[src/hw/rtl/ratalu_pkg.sv]
// ----------------------------------------------------------------------------
// ratalu_pkg
// Shared widths and operation codes for the rational ALU.
// ----------------------------------------------------------------------------
package ratalu_pkg;

	localparam int OPERAND_WIDTH = 16;
	localparam int PROD_W        = 2 * OPERAND_WIDTH;
	localparam int NUM_W         = PROD_W + 1;
	localparam int DEN_W         = PROD_W;
	localparam int MAG_W         = PROD_W;
	localparam int OP_CNT_W      = $clog2(OPERAND_WIDTH);
	localparam int MAG_CNT_W     = $clog2(MAG_W);

	typedef enum logic [1:0] {
		OP_ADD = 2'd0,
		OP_SUB = 2'd1,
		OP_MUL = 2'd2,
		OP_DIV = 2'd3
	} op_t;

endpackage

[src/hw/rtl/rational_alu_with_reduction.sv]
// ----------------------------------------------------------------------------
// rational_alu_with_reduction
// Fraction add/subtract/multiply/divide with gcd reduction of the result.
// ----------------------------------------------------------------------------
// Input channel (in_valid/in_stall): req_type plus two signed fractions
// a_num/a_den and b_num/b_den. A transfer happens when in_valid is high and
// in_stall is low. in_stall is high from the transfer until the result has
// moved into the output register, so one item is worked on at a time.
// Output channel (out_valid/out_stall): res_num/res_den, one transfer per
// input item. The output register lets a new item enter while the previous
// result still waits for the receiver.
// Sequence: serial multiply (one multiplier bit a cycle), a latch of the
// products, a check state, then binary gcd (one shift or subtract a cycle,
// then the common power of two shifted back in), then bit-serial divide of
// both parts by the gcd. A zero numerator or denominator skips gcd and
// divide. The next transfer can be taken once the result is registered.
// Reset: all control clears, the output register is empty, in_stall is low.
// Receiver stall: the finished result waits in the last state until the
// output register frees up; nothing is dropped or overwritten.
// ----------------------------------------------------------------------------
module rational_alu_with_reduction (
	input  logic                                        clk,
	input  logic                                        arst_n,
	input  logic                                        in_valid,
	output logic                                        in_stall,
	input  logic [1:0]                                  req_type,
	input  logic signed [ratalu_pkg::OPERAND_WIDTH-1:0] a_num,
	input  logic signed [ratalu_pkg::OPERAND_WIDTH-1:0] a_den,
	input  logic signed [ratalu_pkg::OPERAND_WIDTH-1:0] b_num,
	input  logic signed [ratalu_pkg::OPERAND_WIDTH-1:0] b_den,
	output logic                                        out_valid,
	input  logic                                        out_stall,
	output logic signed [ratalu_pkg::NUM_W-1:0]         res_num,
	output logic signed [ratalu_pkg::DEN_W-1:0]         res_den
);

	typedef enum logic [2:0] {
		ST_IDLE,
		ST_MUL,
		ST_CHK,
		ST_GCD,
		ST_DIV,
		ST_FIN
	} alu_state_t;

	alu_state_t                       state_q;
	ratalu_pkg::op_t                  op_q;
	logic                             accept;
	logic                             out_free;

	// multiplier operand selection and products
	logic signed [ratalu_pkg::OPERAND_WIDTH-1:0] t1_b;
	logic signed [ratalu_pkg::OPERAND_WIDTH-1:0] den_b;
	logic signed [ratalu_pkg::PROD_W-1:0]        t1_prod;
	logic signed [ratalu_pkg::PROD_W-1:0]        t2_prod;
	logic signed [ratalu_pkg::PROD_W-1:0]        den_prod;
	logic                                        t1_done;
	logic                                        t2_done;
	logic                                        den_done;
	logic [ratalu_pkg::NUM_W-1:0]                t1_x;
	logic [ratalu_pkg::NUM_W-1:0]                t2_x;
	logic [ratalu_pkg::NUM_W-1:0]                num_comb;

	// working fraction and its magnitudes
	logic [ratalu_pkg::NUM_W-1:0] num_q;
	logic [ratalu_pkg::DEN_W-1:0] den_q;
	logic [ratalu_pkg::NUM_W-1:0] num_abs;
	logic [ratalu_pkg::DEN_W-1:0] den_abs;
	logic [ratalu_pkg::MAG_W-1:0] num_mag;
	logic [ratalu_pkg::MAG_W-1:0] den_mag;

	// gcd and divide units
	logic                         gcd_start_q;
	logic                         gcd_done;
	logic [ratalu_pkg::MAG_W-1:0] gcd_val;
	logic                         div_start_q;
	logic                         divn_done;
	logic                         divd_done;
	logic [ratalu_pkg::MAG_W-1:0] quo_n;
	logic [ratalu_pkg::MAG_W-1:0] quo_d;
	logic [ratalu_pkg::MAG_W-1:0] rem_n;
	logic [ratalu_pkg::MAG_W-1:0] rem_d;

	// output register
	logic                         out_valid_q;
	logic [ratalu_pkg::NUM_W-1:0] out_num_q;
	logic [ratalu_pkg::DEN_W-1:0] out_den_q;

	assign in_stall = (state_q != ST_IDLE);
	assign accept   = in_valid && !in_stall;
	assign out_free = !out_valid_q || !out_stall;

	// multiply: t1 = a_num * b_den (b_num for multiply), t2 = b_num * a_den,
	// den = a_den * b_den (b_num for divide)
	assign t1_b  = (req_type == ratalu_pkg::OP_MUL) ? b_num : b_den;
	assign den_b = (req_type == ratalu_pkg::OP_DIV) ? b_num : b_den;

	ratalu_mul u_mul_t1 (
		.clk    (clk),
		.arst_n (arst_n),
		.start  (accept),
		.a      (a_num),
		.b      (t1_b),
		.done   (t1_done),
		.prod   (t1_prod)
	);

	ratalu_mul u_mul_t2 (
		.clk    (clk),
		.arst_n (arst_n),
		.start  (accept),
		.a      (b_num),
		.b      (a_den),
		.done   (t2_done),
		.prod   (t2_prod)
	);

	ratalu_mul u_mul_den (
		.clk    (clk),
		.arst_n (arst_n),
		.start  (accept),
		.a      (a_den),
		.b      (den_b),
		.done   (den_done),
		.prod   (den_prod)
	);

	assign t1_x = {t1_prod[ratalu_pkg::PROD_W-1], t1_prod};
	assign t2_x = {t2_prod[ratalu_pkg::PROD_W-1], t2_prod};

	always_comb begin
		unique case (op_q)
			ratalu_pkg::OP_ADD: num_comb = t1_x + t2_x;
			ratalu_pkg::OP_SUB: num_comb = t1_x - t2_x;
			ratalu_pkg::OP_MUL: num_comb = t1_x;
			ratalu_pkg::OP_DIV: num_comb = t1_x;
			default:            num_comb = t1_x;
		endcase
	end

	// magnitudes fit MAG_W bits: the numerator never reaches -2^(NUM_W-1)
	assign num_abs = num_q[ratalu_pkg::NUM_W-1] ? (~num_q + 1'b1) : num_q;
	assign den_abs = den_q[ratalu_pkg::DEN_W-1] ? (~den_q + 1'b1) : den_q;
	assign num_mag = num_abs[ratalu_pkg::MAG_W-1:0];
	assign den_mag = den_abs;

	ratalu_gcd u_gcd (
		.clk    (clk),
		.arst_n (arst_n),
		.start  (gcd_start_q),
		.x      (num_mag),
		.y      (den_mag),
		.done   (gcd_done),
		.g      (gcd_val)
	);

	ratalu_div u_div_num (
		.clk    (clk),
		.arst_n (arst_n),
		.start  (div_start_q),
		.dvd    (num_mag),
		.dvs    (gcd_val),
		.done   (divn_done),
		.quo    (quo_n),
		.rem    (rem_n)
	);

	ratalu_div u_div_den (
		.clk    (clk),
		.arst_n (arst_n),
		.start  (div_start_q),
		.dvd    (den_mag),
		.dvs    (gcd_val),
		.done   (divd_done),
		.quo    (quo_d),
		.rem    (rem_d)
	);

	// sequencer, working fraction and output register
	always_ff @(posedge clk or negedge arst_n) begin
		if (!arst_n) begin
			state_q     <= ST_IDLE;
			op_q        <= ratalu_pkg::OP_ADD;
			num_q       <= '0;
			den_q       <= '0;
			gcd_start_q <= 1'b0;
			div_start_q <= 1'b0;
			out_valid_q <= 1'b0;
			out_num_q   <= '0;
			out_den_q   <= '0;
		end else begin
			// one-cycle start pulses for the gcd and divide units
			gcd_start_q <= (state_q == ST_CHK) && (num_q != '0) && (den_q != '0);
			div_start_q <= (state_q == ST_GCD) && gcd_done;
			if (state_q == ST_FIN && out_free) begin
				out_valid_q <= 1'b1;
			end else if (out_valid_q && !out_stall) begin
				out_valid_q <= 1'b0;
			end
			unique case (state_q)
				ST_IDLE: begin
					if (accept) begin
						op_q    <= ratalu_pkg::op_t'(req_type);
						state_q <= ST_MUL;
					end
				end
				ST_MUL: begin
					if (t1_done) begin
						num_q   <= num_comb;
						den_q   <= den_prod;
						state_q <= ST_CHK;
					end
				end
				ST_CHK: begin
					// zero numerator or denominator: pass through unreduced
					if (num_q == '0 || den_q == '0) begin
						state_q <= ST_FIN;
					end else begin
						state_q <= ST_GCD;
					end
				end
				ST_GCD: begin
					if (gcd_done) begin
						state_q <= ST_DIV;
					end
				end
				ST_DIV: begin
					if (divn_done) begin
						num_q   <= num_q[ratalu_pkg::NUM_W-1] ? (~{1'b0, quo_n} + 1'b1)
							: {1'b0, quo_n};
						den_q   <= den_q[ratalu_pkg::DEN_W-1] ? (~quo_d + 1'b1) : quo_d;
						state_q <= ST_FIN;
					end
				end
				ST_FIN: begin
					if (out_free) begin
						out_num_q <= num_q;
						out_den_q <= den_q;
						state_q   <= ST_IDLE;
					end
				end
				default: state_q <= ST_IDLE;
			endcase
		end
	end

	assign out_valid = out_valid_q;
	assign res_num   = $signed(out_num_q);
	assign res_den   = $signed(out_den_q);

	// the three multipliers run in lockstep
	a_mul_lockstep: assert property (@(posedge clk) disable iff (!arst_n)
		(t1_done == t2_done) && (t1_done == den_done))
		else $error("multiplier done pulses out of step");

	// gcd only reports while the sequencer waits for it
	a_gcd_in_state: assert property (@(posedge clk) disable iff (!arst_n)
		gcd_done |-> (state_q == ST_GCD))
		else $error("gcd done outside gcd state");

	// reduction by the gcd is exact on both parts
	a_div_exact: assert property (@(posedge clk) disable iff (!arst_n)
		divn_done |-> (divd_done && rem_n == '0 && rem_d == '0))
		else $error("reduction left a remainder");

	// a result only enters the output register from the final state
	a_out_from_fin: assert property (@(posedge clk) disable iff (!arst_n)
		$rose(out_valid_q) |-> $past(state_q == ST_FIN))
		else $error("output loaded outside final state");

endmodule

[src/hw/rtl/ratalu_mul.sv]
// ----------------------------------------------------------------------------
// ratalu_mul
// Serial signed multiplier: shift-add on magnitudes, one multiplier bit a cycle.
// ----------------------------------------------------------------------------
module ratalu_mul (
	input  logic                                        clk,
	input  logic                                        arst_n,
	input  logic                                        start,
	input  logic signed [ratalu_pkg::OPERAND_WIDTH-1:0] a,
	input  logic signed [ratalu_pkg::OPERAND_WIDTH-1:0] b,
	output logic                                        done,
	output logic signed [ratalu_pkg::PROD_W-1:0]        prod
);

	logic [ratalu_pkg::OPERAND_WIDTH-1:0] a_mag;
	logic [ratalu_pkg::OPERAND_WIDTH-1:0] b_mag;
	logic [ratalu_pkg::OPERAND_WIDTH-1:0] mcand_q;
	logic [ratalu_pkg::PROD_W-1:0]        acc_q;
	logic                                 neg_q;
	logic [ratalu_pkg::OP_CNT_W-1:0]      cnt_q;
	logic                                 busy_q;
	logic                                 done_q;
	logic [ratalu_pkg::OPERAND_WIDTH:0]   add_sum;

	assign a_mag = a[ratalu_pkg::OPERAND_WIDTH-1] ? (~a + 1'b1) : a;
	assign b_mag = b[ratalu_pkg::OPERAND_WIDTH-1] ? (~b + 1'b1) : b;

	// upper half plus multiplicand when the current multiplier bit is set
	assign add_sum = {1'b0, acc_q[ratalu_pkg::PROD_W-1:ratalu_pkg::OPERAND_WIDTH]}
		+ (acc_q[0] ? {1'b0, mcand_q} : '0);

	always_ff @(posedge clk or negedge arst_n) begin
		if (!arst_n) begin
			busy_q <= 1'b0;
			done_q <= 1'b0;
			cnt_q  <= '0;
		end else begin
			done_q <= !start && busy_q && (cnt_q == '0);
			if (start) begin
				busy_q <= 1'b1;
				cnt_q  <= ratalu_pkg::OP_CNT_W'(ratalu_pkg::OPERAND_WIDTH - 1);
			end else if (busy_q) begin
				if (cnt_q == '0) begin
					busy_q <= 1'b0;
				end else begin
					cnt_q <= cnt_q - 1'b1;
				end
			end
		end
	end

	always_ff @(posedge clk) begin
		if (start) begin
			mcand_q <= a_mag;
			acc_q   <= {{ratalu_pkg::OPERAND_WIDTH{1'b0}}, b_mag};
			neg_q   <= a[ratalu_pkg::OPERAND_WIDTH-1] ^ b[ratalu_pkg::OPERAND_WIDTH-1];
		end else if (busy_q) begin
			acc_q <= {add_sum, acc_q[ratalu_pkg::OPERAND_WIDTH-1:1]};
		end
	end

	assign done = done_q;
	assign prod = neg_q ? $signed(~acc_q + 1'b1) : $signed(acc_q);

endmodule

[src/hw/rtl/ratalu_gcd.sv]
// ----------------------------------------------------------------------------
// ratalu_gcd
// Binary gcd of two nonzero magnitudes: one shift or subtract-shift a cycle,
// then the common power of two is shifted back in one bit a cycle.
// ----------------------------------------------------------------------------
module ratalu_gcd (
	input  logic                         clk,
	input  logic                         arst_n,
	input  logic                         start,
	input  logic [ratalu_pkg::MAG_W-1:0] x,
	input  logic [ratalu_pkg::MAG_W-1:0] y,
	output logic                         done,
	output logic [ratalu_pkg::MAG_W-1:0] g
);

	typedef enum logic [1:0] {
		G_IDLE,
		G_RUN,
		G_SHL
	} gcd_state_t;

	gcd_state_t                        state_q;
	logic [ratalu_pkg::MAG_W-1:0]      x_q;
	logic [ratalu_pkg::MAG_W-1:0]      y_q;
	logic [ratalu_pkg::MAG_W-1:0]      g_q;
	logic [ratalu_pkg::MAG_CNT_W-1:0]  k_q;
	logic                              done_q;
	logic [ratalu_pkg::MAG_W:0]        diff_xy;
	logic [ratalu_pkg::MAG_W:0]        diff_yx;

	assign diff_xy = {1'b0, x_q} - {1'b0, y_q};
	assign diff_yx = {1'b0, y_q} - {1'b0, x_q};

	always_ff @(posedge clk or negedge arst_n) begin
		if (!arst_n) begin
			state_q <= G_IDLE;
			x_q     <= '0;
			y_q     <= '0;
			g_q     <= '0;
			k_q     <= '0;
			done_q  <= 1'b0;
		end else begin
			done_q <= (state_q == G_SHL) && (k_q == '0);
			unique case (state_q)
				G_IDLE: begin
					if (start) begin
						x_q     <= x;
						y_q     <= y;
						k_q     <= '0;
						state_q <= G_RUN;
					end
				end
				G_RUN: begin
					priority if (x_q == '0) begin
						g_q     <= y_q;
						state_q <= G_SHL;
					end else if (y_q == '0) begin
						g_q     <= x_q;
						state_q <= G_SHL;
					end else if (!x_q[0] && !y_q[0]) begin
						x_q <= x_q >> 1;
						y_q <= y_q >> 1;
						k_q <= k_q + 1'b1;
					end else if (!x_q[0]) begin
						x_q <= x_q >> 1;
					end else if (!y_q[0]) begin
						y_q <= y_q >> 1;
					end else if (!diff_xy[ratalu_pkg::MAG_W]) begin
						// both odd: difference is even, halve it at once
						x_q <= diff_xy[ratalu_pkg::MAG_W:1];
					end else begin
						y_q <= diff_yx[ratalu_pkg::MAG_W:1];
					end
				end
				G_SHL: begin
					if (k_q == '0) begin
						state_q <= G_IDLE;
					end else begin
						g_q <= g_q << 1;
						k_q <= k_q - 1'b1;
					end
				end
				default: state_q <= G_IDLE;
			endcase
		end
	end

	assign done = done_q;
	assign g    = g_q;

endmodule

[src/hw/rtl/ratalu_div.sv]
// ----------------------------------------------------------------------------
// ratalu_div
// Restoring unsigned divider, one quotient bit a cycle.
// ----------------------------------------------------------------------------
module ratalu_div (
	input  logic                         clk,
	input  logic                         arst_n,
	input  logic                         start,
	input  logic [ratalu_pkg::MAG_W-1:0] dvd,
	input  logic [ratalu_pkg::MAG_W-1:0] dvs,
	output logic                         done,
	output logic [ratalu_pkg::MAG_W-1:0] quo,
	output logic [ratalu_pkg::MAG_W-1:0] rem
);

	logic [ratalu_pkg::MAG_W-1:0]     dvs_q;
	logic [ratalu_pkg::MAG_W-1:0]     rem_q;
	logic [ratalu_pkg::MAG_W-1:0]     quo_q;
	logic [ratalu_pkg::MAG_CNT_W-1:0] cnt_q;
	logic                             busy_q;
	logic                             done_q;
	logic [ratalu_pkg::MAG_W:0]       trial;
	logic [ratalu_pkg::MAG_W:0]       diff;

	assign trial = {rem_q, quo_q[ratalu_pkg::MAG_W-1]};
	assign diff  = trial - {1'b0, dvs_q};

	always_ff @(posedge clk or negedge arst_n) begin
		if (!arst_n) begin
			busy_q <= 1'b0;
			done_q <= 1'b0;
			cnt_q  <= '0;
		end else begin
			done_q <= !start && busy_q && (cnt_q == '0);
			if (start) begin
				busy_q <= 1'b1;
				cnt_q  <= ratalu_pkg::MAG_CNT_W'(ratalu_pkg::MAG_W - 1);
			end else if (busy_q) begin
				if (cnt_q == '0) begin
					busy_q <= 1'b0;
				end else begin
					cnt_q <= cnt_q - 1'b1;
				end
			end
		end
	end

	always_ff @(posedge clk) begin
		if (start) begin
			dvs_q <= dvs;
			rem_q <= '0;
			quo_q <= dvd;
		end else if (busy_q) begin
			if (!diff[ratalu_pkg::MAG_W]) begin
				rem_q <= diff[ratalu_pkg::MAG_W-1:0];
			end else begin
				rem_q <= trial[ratalu_pkg::MAG_W-1:0];
			end
			quo_q <= {quo_q[ratalu_pkg::MAG_W-2:0], ~diff[ratalu_pkg::MAG_W]};
		end
	end

	assign done = done_q;
	assign quo  = quo_q;
	assign rem  = rem_q;

endmodule
[config.mk]
export PLATFORM = sky130hd
export DESIGN_NAME = rational_alu_with_reduction
export DESIGN_NICKNAME = d
export VERILOG_FILES = /design/src/hw/rtl/ratalu_pkg.sv /design/src/hw/rtl/rational_alu_with_reduction.sv /design/src/hw/rtl/ratalu_mul.sv /design/src/hw/rtl/ratalu_gcd.sv /design/src/hw/rtl/ratalu_div.sv
export SDC_FILE = /design/constraint.sdc
export NUM_CORES = 2
export LEC_CHECK = 0
export BUFFER_PORTS_ARGS = -buffer_cell sky130_fd_sc_hd__clkbuf_2
export CAP_MARGIN = 20
export CORE_UTILIZATION = 60
export DETAILED_ROUTE_END_ITERATION = 16
export PLACE_DENSITY = 0.89
export SLEW_MARGIN = 20
export SYNTH_ARGS = -nofsm -noshare
export SYNTH_HDL_FRONTEND = slang
export SYNTH_SLANG_ARGS = --single-unit
[constraint.sdc]
create_clock -name clk -period 9.7 [get_ports clk]
set_clock_uncertainty 0.15 [all_clocks]
set_input_delay 0.97 -clock clk [delete_from_list [all_inputs] [get_ports clk]]
set_output_delay 0.97 -clock clk [all_outputs]
set_load 0.03 [all_outputs]
==> impl_metrics.tcl <==
set metrics [dict create \
    finalSetupTns_ps 0 \
    ant_nets 0 \
    cp-end-kind "flop" \
    hp-class "input pin to async pin" \
    crit_path_start_kind "flop" \
    post_cts_buffers 0 \
    routedWlPerCell_um 20.8 \
    fin_area_sq_um 45700 \
    fp.dieH_um 268 \
    globalplace.congestion 0.999 \
    layout.nets 5273 \
    setup_viol 0 \
    post_cts_resized 0 \
    grtUsageTotal 0.338 \
    synth_top_area_cell "dfrtp_1" \
    cts_made_buffers 61 \
    grt_pass1_wl_um 193000 \
    synth_edf_count 195 \
    tightest_slew_ps 1140 \
    dp_slack_ps 3820 \
    fin_crit_ps 5950 \
    yosysUniqueCellTypes 87 \
    post-route-period-util 0.614 \
    synth.avg_cell_area_sq_um 8.51 \
    rows 97 \
    syn_area_sq_um 42400 \
    drt-initial-drc-count 4235 \
    worst_slack_ps 3750 \
    initial_core_util 0.606 \
    ios 137 \
    cts_tree "built" \
    core_area_sq_um 69900 \
    overflow 0 \
    fp.dieW_um 268 \
    critPathMaxStageDelay_ps 670 \
    async_flop_share 0.469 \
    antenna_found_initial 0 \
    dp_hpwl_um 90800 \
    vias 38300 \
    timing.slew.headroom 0.232 \
    crit_fanout 24 \
    worst-setup-path-type "flop to flop" \
    synth.net_count 5297 \
    final-hold-violation-count 0 \
    holdBufCountCts 0 \
    max_cap_violations 0 \
    cts_root_buffer "clkbuf_16" \
    yosys.area.top_type_share 0.160 \
    grt_pass1_vias 35600 \
    synth_warnings 0 \
    clk_pin_slew_ps 70 \
    post_route_cells_drive_above_1_share 0.0827 \
    required_ps 10100 \
    grt_max_degree 87 \
    clockBufferDepth 3 \
    area_growth_pct 7.96 \
    drcViolationCount 0 \
    ys_seq_area_frac 0.351 \
    io_buffers 136 \
    synth_commonest_cells "nand2_1, nor2_1, a21oi_1" \
    power_density_nw_per_um2 393 \
    clk_latency_ps 660 \
    status "complete, no violations" \
    fmax_mhz 168 \
    worstPathCellList "inv_1 > ha_1 > or4b_1 > o31ai_1 > xor2_1 > nand2_1 > nor3b_1 > a31o_2 > nor2b_1 > xnor2_1 > ha_1 > a21oi_1 > o211ai_1 > o211ai_1 > a21oi_1 > nand4_1 > a211oi_1 > o41ai_1 > xnor2_1 > o21a_1 > o31ai_1" \
    crit_slowest_cell "edfxtp_1" \
    post_dp_cell_area_sq_um 43600 \
    synth_flop_cell "dfrtp_1" \
    ir_worst_vdd_uv 213 \
    synthCells 4979 \
    synth-seq-cells 578 \
    numClockSinks 578 \
    cp_data_arrival_time_ps 6350 \
    die-area_sq_um 71700 \
    post-synth-top-count-cell "nand2_1" \
    p_leak_uw 0.0197 \
    antennaDiodeCount 0 \
    report.final.slew_viol_count 0 \
    h-tree-depth 2 \
    rsz0062_at_grt "false" \
    drtPass1Iterations 6 \
    wirelength_um 123000 \
    yosys-top-cells-area "dfrtp_1, edfxtp_1, ha_1, xnor2_1, dfxtp_1" \
    via_per_inst 6.44 \
]
## through the flow
step | std cells | util | power (uW) | hold slack [ps]
after CTS | 5946 | 0.654 | 17700 | 182
after global placement | 5830 | 0.624 | 14800 | 310
after detailed placement | 5830 | 0.624 | 15100 | 309
after floorplan | 4979 | - | 12200 | 275
final | 5948 | 0.654 | 18000 | 167
after global routing | 5948 | 0.654 | 19200 | 207
## cells in the final DEF (no fill, tap or decap), types with 37 or more instances in the layout
cell type	synthesis	routed
a21o_1	88	88
a31oi_1	72	72
mux2i_1	92	91
inv_1	206	204
nor4_1	54	54
a211oi_1	60	60
nor3_1	85	84
and2_1	97	96
nor2b_1	46	46
buf_4	0	38
o31ai_1	110	110
nand2_1	536	533
mux2_2	65	65
o21ai_0	383	383
xnor2_1	270	269
clkbuf_16	0	61
edfxtp_1	195	195
nor2_1	454	453
dfrtp_1	271	267
clkbuf_2	0	135
or3_1	49	49
xor2_1	214	214
or4_1	40	40
ha_1	239	238
a21oi_1	399	397
dfxtp_1	112	112
nand2b_1	41	41
o41ai_1	37	37
nand3_1	64	62
## cells by family after synthesis
family	Yosys count	synth area share
adders and majority gates	248	0.0748
buffers and inverters	472	0.0423
and+or+nand+nor	1601	0.178
xor gates and xnor gates	484	0.100
muxes	157	0.0390
AOI/OAI and AO/OA	1439	0.214
DFF	578	0.351
## where the power goes
| part | leakage (uW) | internal [uW] | switching [uW] |
|---|---|---|---|
| logic | 0.0123 | 4290 | 6790 |
| registers | 0.00639 | 3360 | 1090 |
| clock network | 0.00101 | 1410 | 1060 |
| total | 0.0197 | 9060 | 8930 |
## area by class of cell
type                       instances  area, sq um
multi-input combinational       3929        25800
fill                            5701        24200
sequential                       578        14900
clock buffer                      72         1590
tap                              940         1180
timing repair buffer             176         1020
inverter                         209          787
clock inverter                    44          498
## layer usage
metal,global-route usage,wire length [um],vias to the layer above
met2,0.541,56400,1777
met1,0.440,49400,18200
li1,-,-,17900
met4,0.172,6870,0
met3,0.0593,10700,397
met5,0,0,-
## critical path, delay by kind of cell (launching register included)
kind,cells,cell delay [ps]
buffers and inverters,1,210
adder cells (fa/ha/maj),2,650
flip-flops,1,670
XOR/XNOR,3,590
AO/OA/AOI/OAI,10,2120
AND/OR/NAND/NOR,5,1460
## path summary, 6_finish.rpt
path	to	startpoint	slack, ps	depth (start not counted)
worst max-delay path	num_q[32]	u_mul_t2.acc_q[0]	3750	21
worst min-delay path	u_div_num.cnt_q[4]	arst_n	170	1
worst max register to register	num_q[32]	u_mul_t2.acc_q[0]	3750	21
worst min register to register	u_div_num.dvs_q[9]	u_gcd.g[9]	320	0
max in group asynchronous	u_div_den.busy_q	arst_n	7870	2
min in group clk	u_div_num.dvs_q[9]	u_gcd.g[9]	320	0
No activity file was read; power rests on OpenSTA's default activity.
